[src/rmse_pkg.sv]
// Shared widths, constants and unit command types for the running mean block.
package rmse_pkg;

   localparam int AVG_W   = 32;
   localparam int SQ_W    = 48;
   localparam int VSUM_W  = 40;
   localparam int SSUM_W  = 56;
   localparam int IDX_W   = 7;
   localparam int CNT8_W  = 8;
   localparam int SE_W    = 32;

   localparam int OPND_W  = 64;
   localparam int QUO_W   = 56;
   localparam int DIVR_W  = 8;
   localparam int REM_W   = 35;
   localparam int STEP_W  = 6;

   localparam logic [CNT8_W-1:0] BLOCK_COUNT_RESET = 8'd100;
   localparam logic [CNT8_W-1:0] MIN_BLOCKS        = 8'd2;
   localparam logic [CNT8_W-1:0] MAX_BLOCKS        = 8'd128;

   localparam logic [STEP_W-1:0] DIV_STEPS  = 6'd56;
   localparam logic [STEP_W-1:0] ROOT_STEPS = 6'd32;

   localparam logic MODE_DIV  = 1'b0;
   localparam logic MODE_SQRT = 1'b1;

   typedef struct packed {
      logic              start;
      logic              mode;
      logic [OPND_W-1:0] operand;
      logic [DIVR_W-1:0] divisor;
   } rmse_cmd_type;

   typedef struct packed {
      logic             done;
      logic [QUO_W-1:0] quotient;
   } rmse_res_type;

endpackage

[src/running_mean_standard_error_top.sv]
// Running mean and standard error of block averages: sequencer, sums and output register.
//
// Input channel req_: one block average (signed Q16.16) and its square
// (unsigned Q32.16) per transfer. Result channel rsp_: one result per input
// with the item index within the run, the running mean (signed Q16.16), the
// standard error of that mean (unsigned Q16.16, zero for the first item of a
// run) and a flag on the last item of the run. A transfer takes place when
// valid is high and stall is low.
// Configuration: csr_ carries the run length (8 bits, clamped to 2..128);
// write it while the block is idle. It applies from the next input item.
// The first item of a run needs only the mean division. Other items run three
// 56-step divisions and a 32-step square root on the one shared divide/root unit.
// A new item is taken only once the last result enters the output register,
// since req_stall drops as that result is registered.
// The output register holds a finished result while rsp_stall is high; the
// next item may be taken meanwhile and waits at its end until the register
// frees up. Reset empties the output, clears sums and count and sets the
// run length to 100.
module running_mean_standard_error_top import rmse_pkg::*; (
   input  logic                     clock,
   input  logic                     reset,
   input  logic                     req_valid,
   output logic                     req_stall,
   input  logic signed [AVG_W-1:0]  req_block_average,
   input  logic        [SQ_W-1:0]   req_block_square,
   output logic                     rsp_valid,
   input  logic                     rsp_stall,
   output logic        [IDX_W-1:0]  rsp_item_index,
   output logic signed [AVG_W-1:0]  rsp_running_mean,
   output logic        [SE_W-1:0]   rsp_standard_error,
   output logic                     rsp_run_last,
   input  logic                     csr_valid,
   output logic                     csr_ready,
   input  logic        [CNT8_W-1:0] csr_data
);

   localparam logic [3:0] S_IDLE     = 4'd0;
   localparam logic [3:0] S_MEAN_GO  = 4'd1;
   localparam logic [3:0] S_MEAN_RUN = 4'd2;
   localparam logic [3:0] S_SQR      = 4'd3;
   localparam logic [3:0] S_MSQ_GO   = 4'd4;
   localparam logic [3:0] S_MSQ_RUN  = 4'd5;
   localparam logic [3:0] S_VAR_GO   = 4'd6;
   localparam logic [3:0] S_VAR_RUN  = 4'd7;
   localparam logic [3:0] S_ROOT_GO  = 4'd8;
   localparam logic [3:0] S_ROOT_RUN = 4'd9;
   localparam logic [3:0] S_DONE     = 4'd10;

   logic [3:0]        state_ff, state_in;
   logic [CNT8_W-1:0] block_count_ff, block_count_in;
   logic [VSUM_W-1:0] value_sum_ff, value_sum_in;
   logic [SSUM_W-1:0] square_sum_ff, square_sum_in;
   logic [IDX_W-1:0]  items_seen_ff, items_seen_in;
   logic [IDX_W-1:0]  idx_ff, idx_in;
   logic [CNT8_W-1:0] n_ff, n_in;
   logic              last_ff, last_in;
   logic              mean_neg_ff, mean_neg_in;
   logic [SE_W-1:0]   mean_mag_ff, mean_mag_in;
   logic [SQ_W-1:0]   msq2_ff, msq2_in;
   logic [SSUM_W-1:0] var_ff, var_in;
   logic [SQ_W-1:0]   q_ff, q_in;
   logic [SE_W-1:0]   se_ff, se_in;

   logic              rsp_valid_ff, rsp_valid_in;
   logic [IDX_W-1:0]  rsp_index_ff, rsp_index_in;
   logic [AVG_W-1:0]  rsp_mean_ff, rsp_mean_in;
   logic [SE_W-1:0]   rsp_se_ff, rsp_se_in;
   logic              rsp_last_ff, rsp_last_in;

   logic              req_take;
   logic [CNT8_W-1:0] eff_len;
   logic [CNT8_W-1:0] n_next;
   logic [VSUM_W-1:0] sum_mag;
   logic [2*SE_W-1:0] mean_sq;
   logic [SSUM_W:0]   var_diff;
   logic              out_free;

   rmse_cmd_type      cmd;
   rmse_res_type      res;

   rmse_unit u_unit (
      .clock (clock),
      .reset (reset),
      .cmd   (cmd),
      .res   (res)
   );

   assign req_stall = (state_ff != S_IDLE);
   assign csr_ready = (state_ff == S_IDLE);
   assign req_take  = req_valid && !req_stall;
   assign out_free  = !rsp_valid_ff || !rsp_stall;

   always_comb begin
      if (block_count_ff < MIN_BLOCKS) begin
         eff_len = MIN_BLOCKS;
      end else if (block_count_ff > MAX_BLOCKS) begin
         eff_len = MAX_BLOCKS;
      end else begin
         eff_len = block_count_ff;
      end
      n_next   = {1'b0, items_seen_ff} + 1'b1;
      sum_mag  = value_sum_ff[VSUM_W-1] ? (~value_sum_ff + 1'b1) : value_sum_ff;
      mean_sq  = mean_mag_ff * mean_mag_ff;
      var_diff = {1'b0, res.quotient} - {{(SSUM_W+1-SQ_W){1'b0}}, msq2_ff};
   end

   always_comb begin
      cmd.start   = 1'b0;
      cmd.mode    = MODE_DIV;
      cmd.operand = '0;
      cmd.divisor = n_ff;
      case (state_ff)
         S_MEAN_GO: begin
            cmd.start   = 1'b1;
            cmd.operand = OPND_W'(sum_mag);
         end
         S_MSQ_GO: begin
            cmd.start   = 1'b1;
            cmd.operand = OPND_W'(square_sum_ff);
         end
         S_VAR_GO: begin
            cmd.start   = 1'b1;
            cmd.operand = OPND_W'(var_ff);
            cmd.divisor = {1'b0, idx_ff};
         end
         S_ROOT_GO: begin
            cmd.start   = 1'b1;
            cmd.mode    = MODE_SQRT;
            cmd.operand = {q_ff, 16'b0};
         end
         default: begin
            cmd.start = 1'b0;
         end
      endcase
   end

   always_comb begin
      state_in       = state_ff;
      block_count_in = block_count_ff;
      value_sum_in   = value_sum_ff;
      square_sum_in  = square_sum_ff;
      items_seen_in  = items_seen_ff;
      idx_in         = idx_ff;
      n_in           = n_ff;
      last_in        = last_ff;
      mean_neg_in    = mean_neg_ff;
      mean_mag_in    = mean_mag_ff;
      msq2_in        = msq2_ff;
      var_in         = var_ff;
      q_in           = q_ff;
      se_in          = se_ff;
      rsp_valid_in   = rsp_valid_ff && rsp_stall;
      rsp_index_in   = rsp_index_ff;
      rsp_mean_in    = rsp_mean_ff;
      rsp_se_in      = rsp_se_ff;
      rsp_last_in    = rsp_last_ff;

      if (csr_valid && csr_ready) begin
         block_count_in = csr_data;
      end

      case (state_ff)
         S_IDLE: begin
            if (req_take) begin
               value_sum_in  = value_sum_ff
                             + {{(VSUM_W-AVG_W){req_block_average[AVG_W-1]}}, req_block_average};
               square_sum_in = square_sum_ff + {{(SSUM_W-SQ_W){1'b0}}, req_block_square};
               idx_in        = items_seen_ff;
               n_in          = n_next;
               last_in       = (n_next >= eff_len);
               state_in      = S_MEAN_GO;
            end
         end
         S_MEAN_GO: begin
            mean_neg_in = value_sum_ff[VSUM_W-1];
            state_in    = S_MEAN_RUN;
         end
         S_MEAN_RUN: begin
            if (res.done) begin
               mean_mag_in = res.quotient[SE_W-1:0];
               if (idx_ff == '0) begin
                  se_in    = '0;
                  state_in = S_DONE;
               end else begin
                  state_in = S_SQR;
               end
            end
         end
         S_SQR: begin
            msq2_in  = mean_sq[2*SE_W-1:16];
            state_in = S_MSQ_GO;
         end
         S_MSQ_GO: begin
            state_in = S_MSQ_RUN;
         end
         S_MSQ_RUN: begin
            if (res.done) begin
               // clamp a negative variance to zero
               var_in   = var_diff[SSUM_W] ? '0 : var_diff[SSUM_W-1:0];
               state_in = S_VAR_GO;
            end
         end
         S_VAR_GO: begin
            state_in = S_VAR_RUN;
         end
         S_VAR_RUN: begin
            if (res.done) begin
               if (|res.quotient[QUO_W-1:SQ_W]) begin
                  q_in = '1;
               end else begin
                  q_in = res.quotient[SQ_W-1:0];
               end
               state_in = S_ROOT_GO;
            end
         end
         S_ROOT_GO: begin
            state_in = S_ROOT_RUN;
         end
         S_ROOT_RUN: begin
            if (res.done) begin
               se_in    = res.quotient[SE_W-1:0];
               state_in = S_DONE;
            end
         end
         S_DONE: begin
            // hold until the output register is free
            if (out_free) begin
               rsp_valid_in = 1'b1;
               rsp_index_in = idx_ff;
               rsp_mean_in  = mean_neg_ff ? (~mean_mag_ff + 1'b1) : mean_mag_ff;
               rsp_se_in    = se_ff;
               rsp_last_in  = last_ff;
               if (last_ff) begin
                  value_sum_in  = '0;
                  square_sum_in = '0;
                  items_seen_in = '0;
               end else begin
                  items_seen_in = n_ff[IDX_W-1:0];
               end
               state_in = S_IDLE;
            end
         end
         default: begin
            state_in = S_IDLE;
         end
      endcase
   end

   always_ff @(posedge clock) begin
      if (reset) begin
         state_ff       <= S_IDLE;
         block_count_ff <= BLOCK_COUNT_RESET;
         value_sum_ff   <= '0;
         square_sum_ff  <= '0;
         items_seen_ff  <= '0;
         rsp_valid_ff   <= 1'b0;
      end else begin
         state_ff       <= state_in;
         block_count_ff <= block_count_in;
         value_sum_ff   <= value_sum_in;
         square_sum_ff  <= square_sum_in;
         items_seen_ff  <= items_seen_in;
         rsp_valid_ff   <= rsp_valid_in;
      end
      idx_ff       <= idx_in;
      n_ff         <= n_in;
      last_ff      <= last_in;
      mean_neg_ff  <= mean_neg_in;
      mean_mag_ff  <= mean_mag_in;
      msq2_ff      <= msq2_in;
      var_ff       <= var_in;
      q_ff         <= q_in;
      se_ff        <= se_in;
      rsp_index_ff <= rsp_index_in;
      rsp_mean_ff  <= rsp_mean_in;
      rsp_se_ff    <= rsp_se_in;
      rsp_last_ff  <= rsp_last_in;
   end

   assign rsp_valid          = rsp_valid_ff;
   assign rsp_item_index     = rsp_index_ff;
   assign rsp_running_mean   = rsp_mean_ff;
   assign rsp_standard_error = rsp_se_ff;
   assign rsp_run_last       = rsp_last_ff;

endmodule

[src/rmse_unit.sv]
// Shared shift-compare-subtract unit: restoring division or digit-by-digit square root.
module rmse_unit import rmse_pkg::*; (
   input  logic         clock,
   input  logic         reset,
   input  rmse_cmd_type cmd,
   output rmse_res_type res
);

   logic              busy_ff, busy_in;
   logic              done_ff, done_in;
   logic              mode_ff, mode_in;
   logic [STEP_W-1:0] count_ff, count_in;
   logic [REM_W-1:0]  rem_ff, rem_in;
   logic [QUO_W-1:0]  quo_ff, quo_in;
   logic [OPND_W-1:0] opnd_ff, opnd_in;
   logic [DIVR_W-1:0] divisor_ff, divisor_in;

   logic [REM_W-1:0]  shifted;
   logic [REM_W-1:0]  trial;
   logic [REM_W:0]    diff;
   logic              fits;

   always_comb begin
      if (mode_ff == MODE_SQRT) begin
         shifted = {rem_ff[REM_W-3:0], opnd_ff[OPND_W-1 -: 2]};
         trial   = {1'b0, quo_ff[SE_W-1:0], 2'b01};
      end else begin
         shifted = {rem_ff[REM_W-2:0], opnd_ff[OPND_W-1]};
         trial   = REM_W'(divisor_ff);
      end
      diff = {1'b0, shifted} - {1'b0, trial};
      fits = !diff[REM_W];
   end

   always_comb begin
      busy_in    = busy_ff;
      done_in    = 1'b0;
      mode_in    = mode_ff;
      count_in   = count_ff;
      rem_in     = rem_ff;
      quo_in     = quo_ff;
      opnd_in    = opnd_ff;
      divisor_in = divisor_ff;
      if (cmd.start) begin
         busy_in    = 1'b1;
         mode_in    = cmd.mode;
         rem_in     = '0;
         quo_in     = '0;
         divisor_in = cmd.divisor;
         if (cmd.mode == MODE_SQRT) begin
            count_in = ROOT_STEPS;
            opnd_in  = cmd.operand;
         end else begin
            count_in = DIV_STEPS;
            // left-align the dividend so its top bit shifts out first
            opnd_in  = {cmd.operand[QUO_W-1:0], {(OPND_W-QUO_W){1'b0}}};
         end
      end else if (busy_ff) begin
         rem_in   = fits ? diff[REM_W-1:0] : shifted;
         quo_in   = {quo_ff[QUO_W-2:0], fits};
         count_in = count_ff - 1'b1;
         if (mode_ff == MODE_SQRT) begin
            opnd_in = {opnd_ff[OPND_W-3:0], 2'b00};
         end else begin
            opnd_in = {opnd_ff[OPND_W-2:0], 1'b0};
         end
         if (count_ff == STEP_W'(1)) begin
            busy_in = 1'b0;
            done_in = 1'b1;
         end
      end
   end

   always_ff @(posedge clock) begin
      if (reset) begin
         busy_ff <= 1'b0;
         done_ff <= 1'b0;
      end else begin
         busy_ff <= busy_in;
         done_ff <= done_in;
      end
      mode_ff    <= mode_in;
      count_ff   <= count_in;
      rem_ff     <= rem_in;
      quo_ff     <= quo_in;
      opnd_ff    <= opnd_in;
      divisor_ff <= divisor_in;
   end

   assign res.done     = done_ff;
   assign res.quotient = quo_ff;

endmodule

[config.mk]
export PLATFORM = sky130hd
export DESIGN_NAME = running_mean_standard_error_top
export DESIGN_NICKNAME = d
export VERILOG_FILES = /design/src/rmse_pkg.sv /design/src/running_mean_standard_error_top.sv /design/src/rmse_unit.sv
export SDC_FILE = /design/constraint.sdc
export NUM_CORES = 2
export LEC_CHECK = 0
export BUFFER_PORTS_ARGS = -buffer_cell sky130_fd_sc_hd__buf_2
export CAP_MARGIN = 20
export CORE_MARGIN = 2
export CORE_UTILIZATION = 50
export DETAILED_ROUTE_END_ITERATION = 8
export PLACE_DENSITY_LB_ADDON = 0.3
export REMOVE_ABC_BUFFERS = 1
export SYNTH_ARGS = -nofsm -noshare
export SYNTH_HDL_FRONTEND = slang
export SYNTH_SLANG_ARGS = --single-unit
export TNS_END_PERCENT = 20
[constraint.sdc]
create_clock -name clock -period 9.6 [get_ports clock]
set_input_delay 0 -clock clock [delete_from_list [all_inputs] [get_ports clock]]
set_output_delay 0 -clock clock [all_outputs]
set_load 0.005 [all_outputs]
==> flow_summary_export.csv <==
group,metric,value,unit
worst_setup_path,cp-end-kind,"flip-flop",
placement,post-dp-hpwl,134500,um
detailed_routing,routed_wl,175300,um
detailed_routing,dr.pass1.iters,9,
cts,cts-hold-fix-buffers,117,
power,power_density,180.8,mW/mm^2
min_path,hp-start,"req_block_square[19]",
logic_synthesis,syn_inst,6369,
power,p_switching,5.031,mW
finish,final_design_area_no_fill,0.06842,sq mm
min_path,hold_path.class,"primary input to flip-flop",
power,total_leakage_power,32.55,nW
detailed_routing,met2_length,78500,um
cts,cts_setup_buffers,0,
timing,slew-limit-headroom,28.51,%
finish,nNetsFinal,7895,
timing,fin_crit,9.068,ns
cts,htreeDepth,3,
worst_setup_path,worstSetupPathType,"flip-flop to flip-flop",
worst_setup_path,r2r-start,"mean_mag_ff[3]$_DFFE_PP_",
min_path,hold_path_depth,5,
timing,fin_crit_sh,94.45,%
detailed_routing,ant_nets,0,
worst_setup_path,cp-start-kind,"flip-flop",
timing,clock.fmax,110.3,MHz
global_routing,grt_pass1_vias,48300,
run_status,status,"complete, no violations",
worst_setup_path,worst-path-max-fanout,20,
finish,drive_gt1_share,7.288,%
power,clkPwrFrac,23.6,%
logic_synthesis,avgSynthCellArea,9.754,sq um
finish,diodes,0,
logic_synthesis,synth_edf_count,384,
floorplanning,die_y,356.5,um
cts,cts_tree,"done",
floorplanning,io_pins,168,
cts,cts_inserted_buffers,72,
min_path,hold_end,"square_sum_ff[19]$_SDFFE_PP0P_",
finish,syn2layout_area_growth,10.13,%
worst_setup_path,arrival,9.47,ns
timing,rsz0062_at_grt,"no",
finish,final_cell_mix,"inv_1, fa_1, nand2_1, ha_1, edfxtp_1",
cts,clock_latency,0.69,ns
timing,tns,0,ns
logic_synthesis,synth.distinct_cells,80,
floorplanning,core.rowCount,129,
power,vdd_ir_drop_max,0.0002196,V
placement,place_area,0.06471,sq mm
logic_synthesis,async_reset_ff_share,0,%
logic_synthesis,synth-seq-area-share,25.26,%
floorplanning,core_area,0.1235,sq mm
power,p_int,7.338,mW
global_routing,grt_use_total,27.89,%
timing,tightest_slew,1.072,ns
cts,cts.sinks,592,
detailed_routing,vias,46650,
worst_setup_path,reg2reg_to,"msq2_ff[34]$_DFFE_PP_",
global_routing,grt_max_degree,133,
flow_run,cap_violations,0,
timing,finClkSkew,0.04367,ns
detailed_routing,drcViolationCount,0,
global_routing,gr-total-overflow,0,
floorplanning,die_area,0.1271,sq mm
floorplanning,die_w,356.5,um
cts,cts-root-buf,"clkbuf_16",
cts,clk_pin_slew,0.06,ns
worst_setup_path,reg2reg_slack,0.53,ns
power,pwr-share-comb,45.6,%
detailed_routing,met1_length,76600,um
finish,n_fill_cell,10790,
detailed_routing,routedWlPerCell,21.32,um
cts,cts-resized-gates,0,
worst_setup_path,rr_worst_depth,25,
timing,hold_viol,0,
finish,layout_commonest_cell,"inv_1",
detailed_routing,vias_per_cell,5.673,
detailed_routing,drtIter0Drc,4510,
logic_synthesis,yosys_warnings,0,
power,pwr-share-seq,30.7,%
floorplanning,start_util,50.31,%
placement,globalplace.congestion,0.9444,
placement,io_buffers,167,
logic_synthesis,ys_seq_elements,592,
worst_setup_path,crit_required,10.00,ns
logic_synthesis,synthFlopType,"edfxtp_1",
cts,clock_path_buffers,3,
detailed_routing,highest_layer,"met4",
timing,setup_viol,0,
logic_synthesis,syn_area,0.06212,sq mm
power,p_sw_share,40.67,%
global_routing,grt_antenna_before_repair,6,
timing,slew_viol_final,0,
global_routing,grt_pass1_wl,275000,um
detailed_routing,wl_met3,14980,um
power by group through the flow:
stage	clock (mW)	combinational [mW]	sequential (mW)
finish	2.92	5.65	3.80
global placement	0	5.32	3.83
CTS	2.98	5.59	3.79
floorplan	0	4.01	3.79
global route	3.07	6.23	3.85
detailed placement	0	5.41	3.84
flip-flops by register name (all words and copies together), names as in the netlist, 4 cells and up:
signal and flops:
n_ff 8, u_unit.count_ff 6, var_ff 56, u_unit.divisor_ff 8, value_sum_ff 40, se_ff 32
rsp_item_index 7, u_unit.rem_ff 34, mean_mag_ff 32, items_seen_ff 7, msq2_ff 48, square_sum_ff 56
idx_ff 7, block_count_ff 8, q_ff 48, rsp_running_mean 32, u_unit.quo_ff 56, u_unit.opnd_ff 64
state_ff 4, rsp_standard_error 32
kinds of logic after synthesis:
kind of cell | Yosys count | synth area share (%)
simple gates | 1521 | 11.84
buf+inv | 1375 | 8.318
fa+ha+maj | 1276 | 35.31
compound gates | 1105 | 11.76
flops | 592 | 25.26
xor+xnor | 318 | 4.483
mux | 181 | 3.015
other cells | 1 | 0.006036
stage by stage:
stage                     setup WS, ns  power, mW  hold slack [ns]  cells  utilization (%)
after floorplan                  1.731      7.802          0.06907   6077                -
after global placement          0.6707      9.146           0.2597   7969            52.37
after detailed placement        0.5943      9.242           0.2661   7971            52.41
after CTS                       0.5566      12.36         0.002021   8222            55.39
after global routing            0.1322      13.15          0.06597   8223            55.41
final                           0.5324      12.37          0.04635   8223            55.41
critical path, cell delays in order (launching register included):
cell and delay (ns):
edfxtp_1 1.03, buf_4 0.37, and2_1 0.23, fa_1 0.46, fa_1 0.45, fa_1 0.56, inv_1 0.06, fa_1 0.53
inv_1 0.05, fa_1 0.45, ha_1 0.30, fa_1 0.48, inv_1 0.05, fa_1 0.47, inv_1 0.04, ha_1 0.36
inv_1 0.11, o221ai_1 0.25, a31oi_1 0.15, or4_1 0.60, a211oi_1 0.61, nor3_1 0.18, o31a_1 0.35, o21ai_0 0.30
a221oi_1 0.17, xnor2_1 0.15
synth_stat cells, types with 10 or more instances:
master | instances | area [sq um]
a21o_1 | 157 | 1179
a41oi_1 | 12 | 105.1
a31o_2 | 19 | 166.4
fa_1 | 795 | 15920
nand2b_1 | 41 | 256.5
a21oi_1 | 296 | 1481
nor2_1 | 369 | 1385
a21boi_0 | 11 | 82.58
o211ai_1 | 13 | 97.59
and3_1 | 34 | 212.7
a22o_1 | 12 | 105.1
a31oi_1 | 30 | 187.7
a221oi_1 | 13 | 113.9
o21a_1 | 19 | 142.6
a211oi_1 | 13 | 97.59
mux2i_1 | 132 | 1321
o21ai_0 | 231 | 1156
nor3b_1 | 15 | 112.6
o31a_1 | 10 | 87.58
dfxtp_1 | 208 | 4164
a221o_1 | 22 | 220.2
inv_1 | 1080 | 4054
clkbuf_1 | 261 | 979.7
xor2_1 | 147 | 1287
buf_1 | 26 | 97.59
a211o_1 | 11 | 96.34
edfxtp_1 | 384 | 11530
o31ai_1 | 38 | 285.3
o221ai_1 | 28 | 245.2
nand2_1 | 485 | 1821
or4_1 | 16 | 120.1
nand4_1 | 44 | 275.3
a222oi_1 | 47 | 470.5
nand3_1 | 62 | 310.3
and2_1 | 255 | 1595
nor3_1 | 47 | 235.2
o21bai_1 | 35 | 262.8
xnor2_1 | 171 | 1498
a22oi_1 | 42 | 315.3
or3_1 | 66 | 412.9
nor2b_1 | 42 | 262.8
ha_1 | 481 | 6018
mux2_2 | 49 | 551.8
final cells by class:
| cell class | count | area (sq um) | share of cell area [%] |
|---|---|---|---|
| clock buffer | 95 | 2003 | 2.928 |
| clock inverter | 39 | 509.2 | 0.7443 |
| inverter | 1083 | 4070 | 5.949 |
| multi-input combinational | 4402 | 41320 | 60.39 |
| sequential | 592 | 15700 | 22.95 |
| tap | 1637 | 2048 | 2.994 |
| timing repair buffer | 375 | 2773 | 4.053 |
how the worst max path moves through the flow:
stage | start | endpoint | slack (ns) | cells after the start
final | mean_mag_ff[3]$_DFFE_PP_ | msq2_ff[34]$_DFFE_PP_ | 0.53 | 25
after global routing | mean_mag_ff[10]$_DFFE_PP_ | msq2_ff[44]$_DFFE_PP_ | 0.13 | 26
after CTS | mean_mag_ff[3]$_DFFE_PP_ | msq2_ff[34]$_DFFE_PP_ | 0.56 | 25
after detailed placement | mean_mag_ff[3]$_DFFE_PP_ | msq2_ff[34]$_DFFE_PP_ | 0.59 | 25
after global placement | mean_mag_ff[3]$_DFFE_PP_ | msq2_ff[34]$_DFFE_PP_ | 0.67 | 25
after floorplan | u_unit.mode_ff$_DFFE_PN_ | u_unit.rem_ff[25]$_SDFFE_PN0P_ | 1.73 | 14
per-layer routing:
metal  track usage, %  vias to the layer above
li1                 -                    21420
met1            39.08                    23060
met2            44.07                     1869
met3            5.402                      297
met4            8.093                        0
met5                0                        -
Note: power is estimated with default switching activity, not from simulation.
